### src/hw/rtl/sha1le_pkg.sv
// Shared types, constants and helper functions of the little-endian SHA-1 hasher.
`default_nettype none
package sha1le_pkg;

	localparam int unsigned WORDS   = 16;
	localparam int unsigned WADDR_W = $clog2(WORDS);
	localparam int unsigned ROUNDS  = 80;
	localparam int unsigned ROUND_W = $clog2(ROUNDS);
	localparam int unsigned COUNT_W = 61;

	localparam logic [31:0] K_R1 = 32'h5A827999;
	localparam logic [31:0] K_R2 = 32'h6ED9EBA1;
	localparam logic [31:0] K_R3 = 32'h8F1BBCDC;
	localparam logic [31:0] K_R4 = 32'hCA62C1D6;

	localparam logic [31:0] H0_INIT = 32'h67452301;
	localparam logic [31:0] H1_INIT = 32'hEFCDAB89;
	localparam logic [31:0] H2_INIT = 32'h98BADCFE;
	localparam logic [31:0] H3_INIT = 32'h10325476;
	localparam logic [31:0] H4_INIT = 32'hC3D2E1F0;

	localparam logic REQ_APPEND = 1'b0;
	localparam logic REQ_FINISH = 1'b1;

	localparam logic [7:0] PAD_BYTE = 8'h80;

	typedef enum logic [2:0] {
		ST_IDLE,
		ST_PAD,
		ST_PREF,
		ST_ROUND,
		ST_FINAL
	} state_t;

	// Control from the sequencer to the round datapath.
	typedef struct packed {
		logic load;    // copy chaining words into the working variables
		logic step;    // run one round
		logic add;     // fold working variables into the chaining words
		logic reinit;  // restore the initial chaining words
	} rnd_ctrl_t;

	function automatic logic [31:0] rotl1(input logic [31:0] x);
		return {x[30:0], x[31]};
	endfunction

	function automatic logic [31:0] rotl5(input logic [31:0] x);
		return {x[26:0], x[31:27]};
	endfunction

	function automatic logic [31:0] rotl30(input logic [31:0] x);
		return {x[1:0], x[31:2]};
	endfunction

endpackage
`default_nettype wire

### src/hw/rtl/sha1le_req_if.sv
// Request channel: one byte append or one finish per beat.
`default_nettype none
interface sha1le_req_if;
	logic       valid;
	logic       ready;
	logic       req_type;
	logic [7:0] msg_byte;

	modport source (output valid, output req_type, output msg_byte, input ready);
	modport sink   (input valid, input req_type, input msg_byte, output ready);
endinterface
`default_nettype wire

### src/hw/rtl/sha1le_dig_if.sv
// Digest channel: five chaining words per beat.
`default_nettype none
interface sha1le_dig_if;
	logic        valid;
	logic        ready;
	logic [31:0] digest_word0;
	logic [31:0] digest_word1;
	logic [31:0] digest_word2;
	logic [31:0] digest_word3;
	logic [31:0] digest_word4;

	modport source (output valid, output digest_word0, output digest_word1,
		output digest_word2, output digest_word3, output digest_word4, input ready);
	modport sink   (input valid, input digest_word0, input digest_word1,
		input digest_word2, input digest_word3, input digest_word4, output ready);
endinterface
`default_nettype wire

### src/hw/rtl/sha1le_wmem.sv
// Sixteen-word block memory with one write port and one registered read port.
`default_nettype none
module sha1le_wmem (
	input  wire logic                           clk,
	input  wire logic                           we,
	input  wire logic [sha1le_pkg::WADDR_W-1:0] waddr,
	input  wire logic [31:0]                    wdata,
	input  wire logic [sha1le_pkg::WADDR_W-1:0] raddr,
	output      logic [31:0]                    rdata
);

	logic [31:0] mem [sha1le_pkg::WORDS];

	always_ff @(posedge clk) begin
		if (we) begin
			mem[waddr] <= wdata;
		end
		rdata <= mem[raddr];
	end

endmodule
`default_nettype wire

### src/hw/rtl/sha1le_round.sv
// SHA-1 round datapath: schedule window, working variables and chaining words.
`default_nettype none
module sha1le_round (
	input  wire logic                           clk,
	input  wire logic                           arst_n,
	input  wire sha1le_pkg::rnd_ctrl_t          ctrl,
	input  wire logic [sha1le_pkg::ROUND_W-1:0] rnd,
	input  wire logic [31:0]                    mem_word,
	output      logic [31:0]                    sum [5]
);

	logic [31:0] win_q [16];
	logic [31:0] v_q [5];
	logic [31:0] h_q [5];
	logic [31:0] wt;
	logic [31:0] f;
	logic [31:0] k;
	logic [31:0] tmp;

	always_comb begin
		if (rnd < 7'd16) begin
			wt = mem_word;
		end else begin
			wt = sha1le_pkg::rotl1(win_q[13] ^ win_q[8] ^ win_q[2] ^ win_q[0]);
		end
		if (rnd < 7'd20) begin
			f = (v_q[1] & v_q[2]) | (~v_q[1] & v_q[3]);
			k = sha1le_pkg::K_R1;
		end else if (rnd < 7'd40) begin
			f = v_q[1] ^ v_q[2] ^ v_q[3];
			k = sha1le_pkg::K_R2;
		end else if (rnd < 7'd60) begin
			f = (v_q[1] & v_q[2]) | (v_q[1] & v_q[3]) | (v_q[2] & v_q[3]);
			k = sha1le_pkg::K_R3;
		end else begin
			f = v_q[1] ^ v_q[2] ^ v_q[3];
			k = sha1le_pkg::K_R4;
		end
		tmp = sha1le_pkg::rotl5(v_q[0]) + f + v_q[4] + k + wt;
		for (int i = 0; i < 5; i++) begin
			sum[i] = h_q[i] + v_q[i];
		end
	end

	always_ff @(posedge clk) begin
		if (ctrl.load) begin
			for (int i = 0; i < 5; i++) begin
				v_q[i] <= h_q[i];
			end
		end else if (ctrl.step) begin
			v_q[0] <= tmp;
			v_q[1] <= v_q[0];
			v_q[2] <= sha1le_pkg::rotl30(v_q[1]);
			v_q[3] <= v_q[2];
			v_q[4] <= v_q[3];
		end
		if (ctrl.step) begin
			for (int i = 0; i < 15; i++) begin
				win_q[i] <= win_q[i+1];
			end
			win_q[15] <= wt;
		end
	end

	always_ff @(posedge clk or negedge arst_n) begin
		if (!arst_n) begin
			h_q[0] <= sha1le_pkg::H0_INIT;
			h_q[1] <= sha1le_pkg::H1_INIT;
			h_q[2] <= sha1le_pkg::H2_INIT;
			h_q[3] <= sha1le_pkg::H3_INIT;
			h_q[4] <= sha1le_pkg::H4_INIT;
		end else if (ctrl.reinit) begin
			h_q[0] <= sha1le_pkg::H0_INIT;
			h_q[1] <= sha1le_pkg::H1_INIT;
			h_q[2] <= sha1le_pkg::H2_INIT;
			h_q[3] <= sha1le_pkg::H3_INIT;
			h_q[4] <= sha1le_pkg::H4_INIT;
		end else if (ctrl.add) begin
			for (int i = 0; i < 5; i++) begin
				h_q[i] <= sum[i];
			end
		end
	end

endmodule
`default_nettype wire

### src/hw/rtl/sha1le_ctrl.sv
// Sequencer: byte packing, padding, length words and round counting.
`default_nettype none
module sha1le_ctrl (
	input  wire logic                           clk,
	input  wire logic                           arst_n,
	sha1le_req_if.sink                          req,
	input  wire logic                           out_free,
	output      logic                           out_load,
	output      sha1le_pkg::rnd_ctrl_t          ctrl,
	output      logic [sha1le_pkg::ROUND_W-1:0] rnd,
	output      logic                           we,
	output      logic [sha1le_pkg::WADDR_W-1:0] waddr,
	output      logic [31:0]                    wdata,
	output      logic [sha1le_pkg::WADDR_W-1:0] raddr
);

	sha1le_pkg::state_t state_q, state_d;

	logic [sha1le_pkg::COUNT_W-1:0] count_q;
	logic [23:0]                    part_q;
	logic [63:0]                    len_q;
	logic [sha1le_pkg::WADDR_W-1:0] wp_q;
	logic [sha1le_pkg::ROUND_W-1:0] rnd_q;
	logic                           fin_q;
	logic                           lenblk_q;
	logic                           acc;
	logic [5:0]                     pos;
	logic [1:0]                     lane;
	logic [31:0]                    pad_word;

	assign pos  = count_q[5:0];
	assign lane = pos[1:0];
	assign acc  = req.valid && req.ready;
	assign rnd  = rnd_q;

	always_comb begin
		case (lane)
			2'd0:    pad_word = {24'd0, sha1le_pkg::PAD_BYTE};
			2'd1:    pad_word = {16'd0, sha1le_pkg::PAD_BYTE, part_q[7:0]};
			2'd2:    pad_word = {8'd0, sha1le_pkg::PAD_BYTE, part_q[15:0]};
			default: pad_word = {sha1le_pkg::PAD_BYTE, part_q};
		endcase
	end

	// Next state.
	always_comb begin
		state_d = state_q;
		case (state_q)
			sha1le_pkg::ST_IDLE: begin
				if (acc && req.req_type == sha1le_pkg::REQ_APPEND && pos == 6'd63) begin
					state_d = sha1le_pkg::ST_PREF;
				end else if (acc && req.req_type == sha1le_pkg::REQ_FINISH) begin
					state_d = (pos[5:2] == 4'd15) ? sha1le_pkg::ST_PREF : sha1le_pkg::ST_PAD;
				end
			end
			sha1le_pkg::ST_PAD: begin
				if (wp_q == 4'd15) begin
					state_d = sha1le_pkg::ST_PREF;
				end
			end
			sha1le_pkg::ST_PREF: state_d = sha1le_pkg::ST_ROUND;
			sha1le_pkg::ST_ROUND: begin
				if (rnd_q == 7'(sha1le_pkg::ROUNDS - 1)) begin
					state_d = sha1le_pkg::ST_FINAL;
				end
			end
			sha1le_pkg::ST_FINAL: begin
				if (fin_q && !lenblk_q) begin
					state_d = sha1le_pkg::ST_PAD;
				end else if (!fin_q || out_free) begin
					state_d = sha1le_pkg::ST_IDLE;
				end
			end
			default: state_d = sha1le_pkg::ST_IDLE;
		endcase
	end

	// Outputs.
	always_comb begin
		req.ready = 1'b0;
		ctrl      = '0;
		out_load  = 1'b0;
		we        = 1'b0;
		waddr     = wp_q;
		wdata     = 32'd0;
		raddr     = '0;
		case (state_q)
			sha1le_pkg::ST_IDLE: begin
				req.ready = 1'b1;
				waddr     = pos[5:2];
				if (req.req_type == sha1le_pkg::REQ_APPEND) begin
					wdata = {req.msg_byte, part_q};
					we    = acc && lane == 2'd3;
				end else begin
					wdata = pad_word;
					we    = acc;
				end
			end
			sha1le_pkg::ST_PAD: begin
				we = 1'b1;
				if (lenblk_q && wp_q == 4'd14) begin
					wdata = len_q[31:0];
				end else if (lenblk_q && wp_q == 4'd15) begin
					wdata = len_q[63:32];
				end
			end
			sha1le_pkg::ST_PREF: ctrl.load = 1'b1;
			sha1le_pkg::ST_ROUND: begin
				ctrl.step = 1'b1;
				raddr     = rnd_q[3:0] + 4'd1;
			end
			sha1le_pkg::ST_FINAL: begin
				if (fin_q && lenblk_q) begin
					out_load    = out_free;
					ctrl.reinit = out_free;
				end else begin
					ctrl.add = 1'b1;
				end
			end
			default: ;
		endcase
	end

	always_ff @(posedge clk or negedge arst_n) begin
		if (!arst_n) begin
			state_q  <= sha1le_pkg::ST_IDLE;
			count_q  <= '0;
			wp_q     <= '0;
			rnd_q    <= '0;
			fin_q    <= 1'b0;
			lenblk_q <= 1'b0;
		end else begin
			state_q <= state_d;
			case (state_q)
				sha1le_pkg::ST_IDLE: begin
					if (acc && req.req_type == sha1le_pkg::REQ_APPEND) begin
						count_q <= count_q + 61'd1;
					end else if (acc) begin
						count_q  <= '0;
						fin_q    <= 1'b1;
						lenblk_q <= (pos < 6'd56);
						wp_q     <= pos[5:2] + 4'd1;
					end
				end
				sha1le_pkg::ST_PAD: wp_q <= wp_q + 4'd1;
				sha1le_pkg::ST_PREF: rnd_q <= '0;
				sha1le_pkg::ST_ROUND: rnd_q <= rnd_q + 7'd1;
				sha1le_pkg::ST_FINAL: begin
					if (fin_q && !lenblk_q) begin
						lenblk_q <= 1'b1;
						wp_q     <= '0;
					end else if (fin_q && out_free) begin
						fin_q <= 1'b0;
					end
				end
				default: ;
			endcase
		end
	end

	always_ff @(posedge clk) begin
		if (acc && req.req_type == sha1le_pkg::REQ_APPEND) begin
			case (lane)
				2'd0:    part_q[7:0]   <= req.msg_byte;
				2'd1:    part_q[15:8]  <= req.msg_byte;
				2'd2:    part_q[23:16] <= req.msg_byte;
				default: ;
			endcase
		end
		if (acc && req.req_type == sha1le_pkg::REQ_FINISH) begin
			len_q <= {count_q, 3'b000};
		end
	end

endmodule
`default_nettype wire

### src/hw/rtl/sha1_little_endian_hasher.sv
// Top level of the streaming SHA-1 hasher with little-endian word packing.
`default_nettype none
// Each request beat either appends one message byte or finishes the message.
// Bytes are packed four to a little-endian word and written into a sixteen-word
// block memory; appends are taken back to back, and the byte that completes a
// 64-byte block starts a compression (one read prefetch, 80 rounds, one
// chaining add) during which no request is taken. A finish pads with 0x80 and
// zeros, writes the 64-bit bit count as two little-endian words, and compresses
// once for one length block (the zero-fill of the rest of the block writes it
// word by word), or twice when the padding spills into an extra block. The five
// chaining words then leave in one digest beat from an output register, and the
// state returns to the initial chaining value for the next message. Appends are
// accepted while an earlier digest still waits; a finish waits at its final
// step until that register is free. The rounds are the one loop that sets
// throughput: one round per cycle through the shared round unit.
module sha1_little_endian_hasher (
	input  wire logic    clk,
	input  wire logic    arst_n,
	sha1le_req_if.sink   req,
	sha1le_dig_if.source dig
);

	sha1le_pkg::rnd_ctrl_t          ctrl;
	logic [sha1le_pkg::ROUND_W-1:0] rnd;
	logic                           we;
	logic [sha1le_pkg::WADDR_W-1:0] waddr;
	logic [31:0]                    wdata;
	logic [sha1le_pkg::WADDR_W-1:0] raddr;
	logic [31:0]                    rdata;
	logic [31:0]                    sum [5];
	logic                           out_free;
	logic                           out_load;
	logic                           out_valid_q;
	logic [31:0]                    dig_q [5];

	// The digest register is free when empty or being drained this cycle.
	assign out_free = !out_valid_q || dig.ready;

	sha1le_ctrl u_ctrl (
		.clk      (clk),
		.arst_n   (arst_n),
		.req      (req),
		.out_free (out_free),
		.out_load (out_load),
		.ctrl     (ctrl),
		.rnd      (rnd),
		.we       (we),
		.waddr    (waddr),
		.wdata    (wdata),
		.raddr    (raddr)
	);

	sha1le_wmem u_wmem (
		.clk   (clk),
		.we    (we),
		.waddr (waddr),
		.wdata (wdata),
		.raddr (raddr),
		.rdata (rdata)
	);

	sha1le_round u_round (
		.clk      (clk),
		.arst_n   (arst_n),
		.ctrl     (ctrl),
		.rnd      (rnd),
		.mem_word (rdata),
		.sum      (sum)
	);

	always_ff @(posedge clk or negedge arst_n) begin
		if (!arst_n) begin
			out_valid_q <= 1'b0;
		end else if (out_load) begin
			out_valid_q <= 1'b1;
		end else if (dig.ready) begin
			out_valid_q <= 1'b0;
		end
	end

	// The final sum is captured straight from the round unit's adders.
	always_ff @(posedge clk) begin
		if (out_load) begin
			for (int i = 0; i < 5; i++) begin
				dig_q[i] <= sum[i];
			end
		end
	end

	assign dig.valid        = out_valid_q;
	assign dig.digest_word0 = dig_q[0];
	assign dig.digest_word1 = dig_q[1];
	assign dig.digest_word2 = dig_q[2];
	assign dig.digest_word3 = dig_q[3];
	assign dig.digest_word4 = dig_q[4];

endmodule
`default_nettype wire
### src/flat_wrapper.sv
// flat-port wrapper written by rule: the top's interface ports become plain ports
module sha1_little_endian_hasher_flat 
  (clk, arst_n, req_valid, req_req_type, req_msg_byte, req_ready, dig_valid, dig_digest_word0, dig_digest_word1, dig_digest_word2, dig_digest_word3, dig_digest_word4, dig_ready);
  sha1le_req_if req_i ();
  sha1le_dig_if dig_i ();
  input  wire logic clk;
  input  wire logic arst_n;
  input wire logic [$bits(req_i.valid)-1:0] req_valid;
  input wire logic [$bits(req_i.req_type)-1:0] req_req_type;
  input wire logic [$bits(req_i.msg_byte)-1:0] req_msg_byte;
  output wire logic [$bits(req_i.ready)-1:0] req_ready;
  output wire logic [$bits(dig_i.valid)-1:0] dig_valid;
  output wire logic [$bits(dig_i.digest_word0)-1:0] dig_digest_word0;
  output wire logic [$bits(dig_i.digest_word1)-1:0] dig_digest_word1;
  output wire logic [$bits(dig_i.digest_word2)-1:0] dig_digest_word2;
  output wire logic [$bits(dig_i.digest_word3)-1:0] dig_digest_word3;
  output wire logic [$bits(dig_i.digest_word4)-1:0] dig_digest_word4;
  input wire logic [$bits(dig_i.ready)-1:0] dig_ready;
  assign req_i.valid = req_valid;
  assign req_i.req_type = req_req_type;
  assign req_i.msg_byte = req_msg_byte;
  assign req_ready = req_i.ready;
  assign dig_valid = dig_i.valid;
  assign dig_digest_word0 = dig_i.digest_word0;
  assign dig_digest_word1 = dig_i.digest_word1;
  assign dig_digest_word2 = dig_i.digest_word2;
  assign dig_digest_word3 = dig_i.digest_word3;
  assign dig_digest_word4 = dig_i.digest_word4;
  assign dig_i.ready = dig_ready;
  sha1_little_endian_hasher u_core (.clk(clk), .arst_n(arst_n), .req(req_i), .dig(dig_i));
endmodule
### config.mk
export PLATFORM = sky130hd
export DESIGN_NAME = sha1_little_endian_hasher_flat
export DESIGN_NICKNAME = d
export VERILOG_FILES = /design/src/hw/rtl/sha1le_pkg.sv /design/src/hw/rtl/sha1le_req_if.sv /design/src/hw/rtl/sha1le_dig_if.sv /design/src/hw/rtl/sha1le_wmem.sv /design/src/hw/rtl/sha1le_round.sv /design/src/hw/rtl/sha1le_ctrl.sv /design/src/hw/rtl/sha1_little_endian_hasher.sv /design/src/flat_wrapper.sv
export SDC_FILE = /design/constraint.sdc
export NUM_CORES = 2
export LEC_CHECK = 0
export BUFFER_PORTS_ARGS = -buffer_cell sky130_fd_sc_hd__buf_2
export CORE_MARGIN = 2
export CORE_UTILIZATION = 45
export DETAILED_ROUTE_END_ITERATION = 16
export GPL_TIMING_DRIVEN = 0
export REMOVE_ABC_BUFFERS = 1
export SYNTH_ARGS = -nofsm -noshare
export SYNTH_HDL_FRONTEND = slang
export SYNTH_SLANG_ARGS = --single-unit
### constraint.sdc
create_clock -name clk -period 19.9 [get_ports clk]
set_input_delay 5.97 -clock clk [delete_from_list [all_inputs] [get_ports clk]]
set_output_delay 5.97 -clock clk [all_outputs]
set_load 0.05 [all_outputs]
==> metrics.md <==
| Metric | Value |
|---|---|
| Chip height | `412 µm` |
| Logic pwr share | `0.2%` |
| I/O Pins | `175` |
| Async SR Flop Fraction | `14.0%` |
| Clock-pin slew on the worst setup and hold paths | `0.06 ns` |
| Routability cong. | `0.901` |
| Core ar. | `165,000 µm²` |
| N_diodes | `0` |
| Fin util | `51.8%` |
| Clk_lat worst skew | `0.83 ns` |
| CTS tree | `yes` |
| Worst Tran Pin Value | `1.44 ns` |
| CTS sink cnt | `1,699` |
| Hold Vio Cnt, Final | `0` |
| Die width | `412 µm` |
| Startpoint types | `flip-flop` |
| Initial core utilization | `45.4%` |
| Post-synth EDFFs | `1,429` |
| Hold Path Class | `flip-flop to flip-flop` |
| Post-CTS setup buffer count | `0` |
| Post-DP HPWL | `121,000 µm` |
| CP arrival | `9.82 ns` |
| Cell area after synthesis | `75,000 µm²` |
| First DRT Iteration DRCs | `4,162` |
| Setup violations, final | `0` |
| Global route hottest layer | `met1` |
| Largest net degree at the start of global routing | `131` |
| Initial antenna violation count | `13` |
| # fillers | `14,100` |
| Yosys top cell area share | `57.2%` |
| Area Overhead vs Synth | `14.1%` |
| Via count | `45,600` |
| Most common cell after layout, fill and taps aside | `edfxtp_1` |
| Internal | `5700 µW` |
| Avg Cell Area, Syn | `13.4 µm²` |
| Cell taking the most area after synthesis | `edfxtp_1` |
| 1st-pass router iterations | `6` |
| Required time of the critical path | `20.44 ns` |
| Sequential Power Share | `53.5%` |
| Hold Slack | `0.411 ns` |
| M3 GR Usage | `3.73%` |
| Number of vias per cell | `5.58` |
| Layout cells sized above 1 | `11.2%` |
| DIE AREA | `170,000 µm²` |
| Max_cap viols | `0` |
| Switch Pwr | `1420 µW` |
| Cell count after synthesis | `5,612` |
| Layout net count | `6,190` |
| Total track usage | `21.1%` |
| Sw Ratio | `20.0%` |
| Grt met2 use | `31.5%` |
| Post_cts resized | `0` |
| FP Rows | `149` |
| CP Class | `flip-flop to flip-flop` |
| Crit end category | `flip-flop` |
| Leakage | `0.0327 µW` |
| DRT Wirelength | `181,000 µm` |
| M1 GR Usage | `31.8%` |
| Deepest clock path buffer count | `3` |
| Max FO, Critical Path | `36` |
| H-tree depth | `4` |
| CTS buffer count | `177` |
| Max Slew Vio Count | `0` |
| Routed len/inst | `22.2 µm` |
| Commonest cells after routing, fill and taps aside | `edfxtp_1, nand2_1, inv_1` |
| Cells on worst reg2reg path | `24` |
| Setup crit end | `u_core.u_round.v_q[0][30]` |
| Congestion Overflow GR | `0` |
| Worst vdd ir | `91.3 µV` |
| Root buf cell | `clkbuf_16` |
| FF+latch count, synth | `1,699` |
| Setup crit start | `u_core.u_ctrl.rnd[4]` |
| Worst relative slew slack | `3.79%` |
| Prevailing post-synth register cell | `edfxtp_1` |
| Antenna viol nets, final | `0` |
| Unrepaired setup endpoints after global routing | `no` |
| Clock power frac | `46.2%` |
| DRC errors left | `0` |
| Vias in the first global route | `43,600` |
| R2R Path End | `u_core.u_round.v_q[0][30]` |
| Port Buf Inserts | `174` |
| Crit path time final | `9.28 ns` |
| FF-to-FF setup slack | `10.62 ns` |
| Synth warnings | `0` |
| First-pass GRT wire length | `272,000 µm` |
| Max Clock Skew | `0.0411 ns` |
| Largest cells by area after synthesis | `edfxtp_1, dfrtp_1, nand2_1` |
| Outcome | `complete, no violations` |
| Hold Buf Count CTS | `0` |
| Fmax | `108 MHz` |
| Sequential share of the synthesized area | `66.1%` |
| Worst R2R Start | `u_core.u_ctrl.rnd[4]` |
| Netlist cell types | `84` |
| Final period utilization | `46.6%` |
| Cell area power density | `83.2 nW/µm²` |
## layout make-up
cell class                 instances  area (µm²)  share of cell area, %
clock buffer                     251        4890                   5.71
clock inverter                    83         886                   1.04
inverter                         232         888                   1.04
multi-input combinational       3449       23900                   27.9
sequential                      1699       49600                   58.0
tap                             2189        2740                   3.20
timing repair buffer             267        2630                   3.08
## layer usage
metal / share of wire (%) / wire length [µm]
met3: 6.1 / 11100
met5: 0.036 / 65
met2: 45 / 81300
met1: 47 / 84700
met4: 2.3 / 4180
## per-stage QoR
step / instance area [µm²] / total power (µW) / cells / worst slack [ns] / setup TNS [ns]
global route: 85600 / 7330 / 8170 / 10.19 / 0
global placement: 77800 / 3900 / 7743 / -30.92 / -
finish: 85600 / 7120 / 8170 / 10.62 / 0
floorplan: 74100 / 3880 / 5380 / -10.33 / -2061.54
detailed placement: 79800 / 3900 / 7836 / 10.92 / 0
CTS: 85600 / 7190 / 8170 / 10.84 / 0
## registers in the layout, summed over array words and instances (netlist names)
signal,count
u_core.u_wmem.rdata,32
u_core.u_ctrl.state_q,3
u_core.u_round.v_q,160
u_core.u_wmem.mem,512
u_core.u_ctrl.fin_q,1
u_core.u_ctrl.wp_q,4
u_core.u_round.h_q,160
u_core.u_ctrl.lenblk_q,1
u_core.u_ctrl.part_q,24
u_core.u_ctrl.len_q,61
u_core.u_ctrl.count_q,61
u_core.dig_q,160
u_core.dig.valid,1
u_core.u_round.win_q,512
u_core.u_ctrl.rnd,7
## logic make-up after synthesis
family          after synthesis  share of synthesized area (%)
compound gates             1079                           9.95
xor+xnor                    315                           3.68
flops                      1699                           66.1
fa+ha+maj                   351                           7.11
buf+inv                     464                           2.33
mux                         105                           1.41
simple gates               1599                           9.40
## cells in the mapped netlist, types with 11 or more instances
| library cell | number |
|---|---|
| a211oi_1 | 77 |
| a21o_1 | 82 |
| a21oi_1 | 204 |
| a22o_1 | 77 |
| a311oi_1 | 100 |
| a31oi_1 | 51 |
| and2_1 | 12 |
| and3_1 | 40 |
| buf_1 | 24 |
| clkbuf_1 | 205 |
| dfrtp_1 | 158 |
| dfstp_2 | 80 |
| dfxtp_1 | 32 |
| edfxtp_1 | 1429 |
| fa_1 | 125 |
| ha_1 | 226 |
| inv_1 | 231 |
| mux2i_1 | 99 |
| nand2_1 | 920 |
| nand2b_1 | 21 |
| nand3_1 | 137 |
| nand4_1 | 17 |
| nor2_1 | 206 |
| nor2b_1 | 122 |
| nor3_1 | 43 |
| nor4_1 | 11 |
| o211ai_1 | 13 |
| o21a_1 | 32 |
| o21ai_0 | 206 |
| o21bai_1 | 21 |
| o22a_1 | 75 |
| o31ai_1 | 15 |
| o32a_1 | 12 |
| o32ai_1 | 17 |
| or3_1 | 28 |
| xnor2_1 | 226 |
| xor2_1 | 89 |
## how the worst min path moves through the flow
stage / from / to / slack (ns) / depth (start not counted)
2_1_floorplan: u_core.u_round.win_q[0][32] / u_core.u_round.win_q[0][0] / 0.40 / 0
3_3_place_gp: u_core.u_round.win_q[1][145] / u_core.u_round.win_q[1][113] / 0.40 / 0
3_5_place_dp: u_core.u_round.win_q[0][134] / u_core.u_round.win_q[0][102] / 0.40 / 0
4_1_cts: u_core.u_round.win_q[1][61] / u_core.u_round.win_q[1][29] / 0.41 / 0
5_1_grt: u_core.u_round.win_q[0][223] / u_core.u_round.win_q[0][191] / 0.41 / 0
6_report: u_core.u_round.win_q[0][34] / u_core.u_round.win_q[0][2] / 0.41 / 0
## worst max-delay path, cell delays in order (launching register included)
cell and delay [ns]:
dfrtp_1 0.48, a41oi_1 0.94, inv_1 0.48, or2_2 0.78, nand2_1 0.73, buf_16 0.25
nor2_1 0.05, nor2_1 0.29, fa_1 0.51, fa_1 0.53, inv_1 0.06, fa_1 0.58
inv_1 0.06, ha_1 0.30, a211oi_1 0.24, nor2_1 0.12, o31ai_1 0.67, a2111oi_1 0.19
clkdlybuf4s18_2 0.31, o31ai_1 0.52, o211a_1 0.30, nand2_1 0.07, a31oi_1 0.22, xor2_1 0.15
o21ai_0 0.08
## power groups by stage
stage               Combinational, µW  Clock (µW)  Sequential (µW)
floorplan                       0.715           0             3880
global placement                 16.2           0             3880
detailed placement               17.8           0             3880
CTS                              17.8        3370             3810
global route                     19.1        3500             3810
finish                           16.9        3290             3810
(Power assumes the default switching activity.)
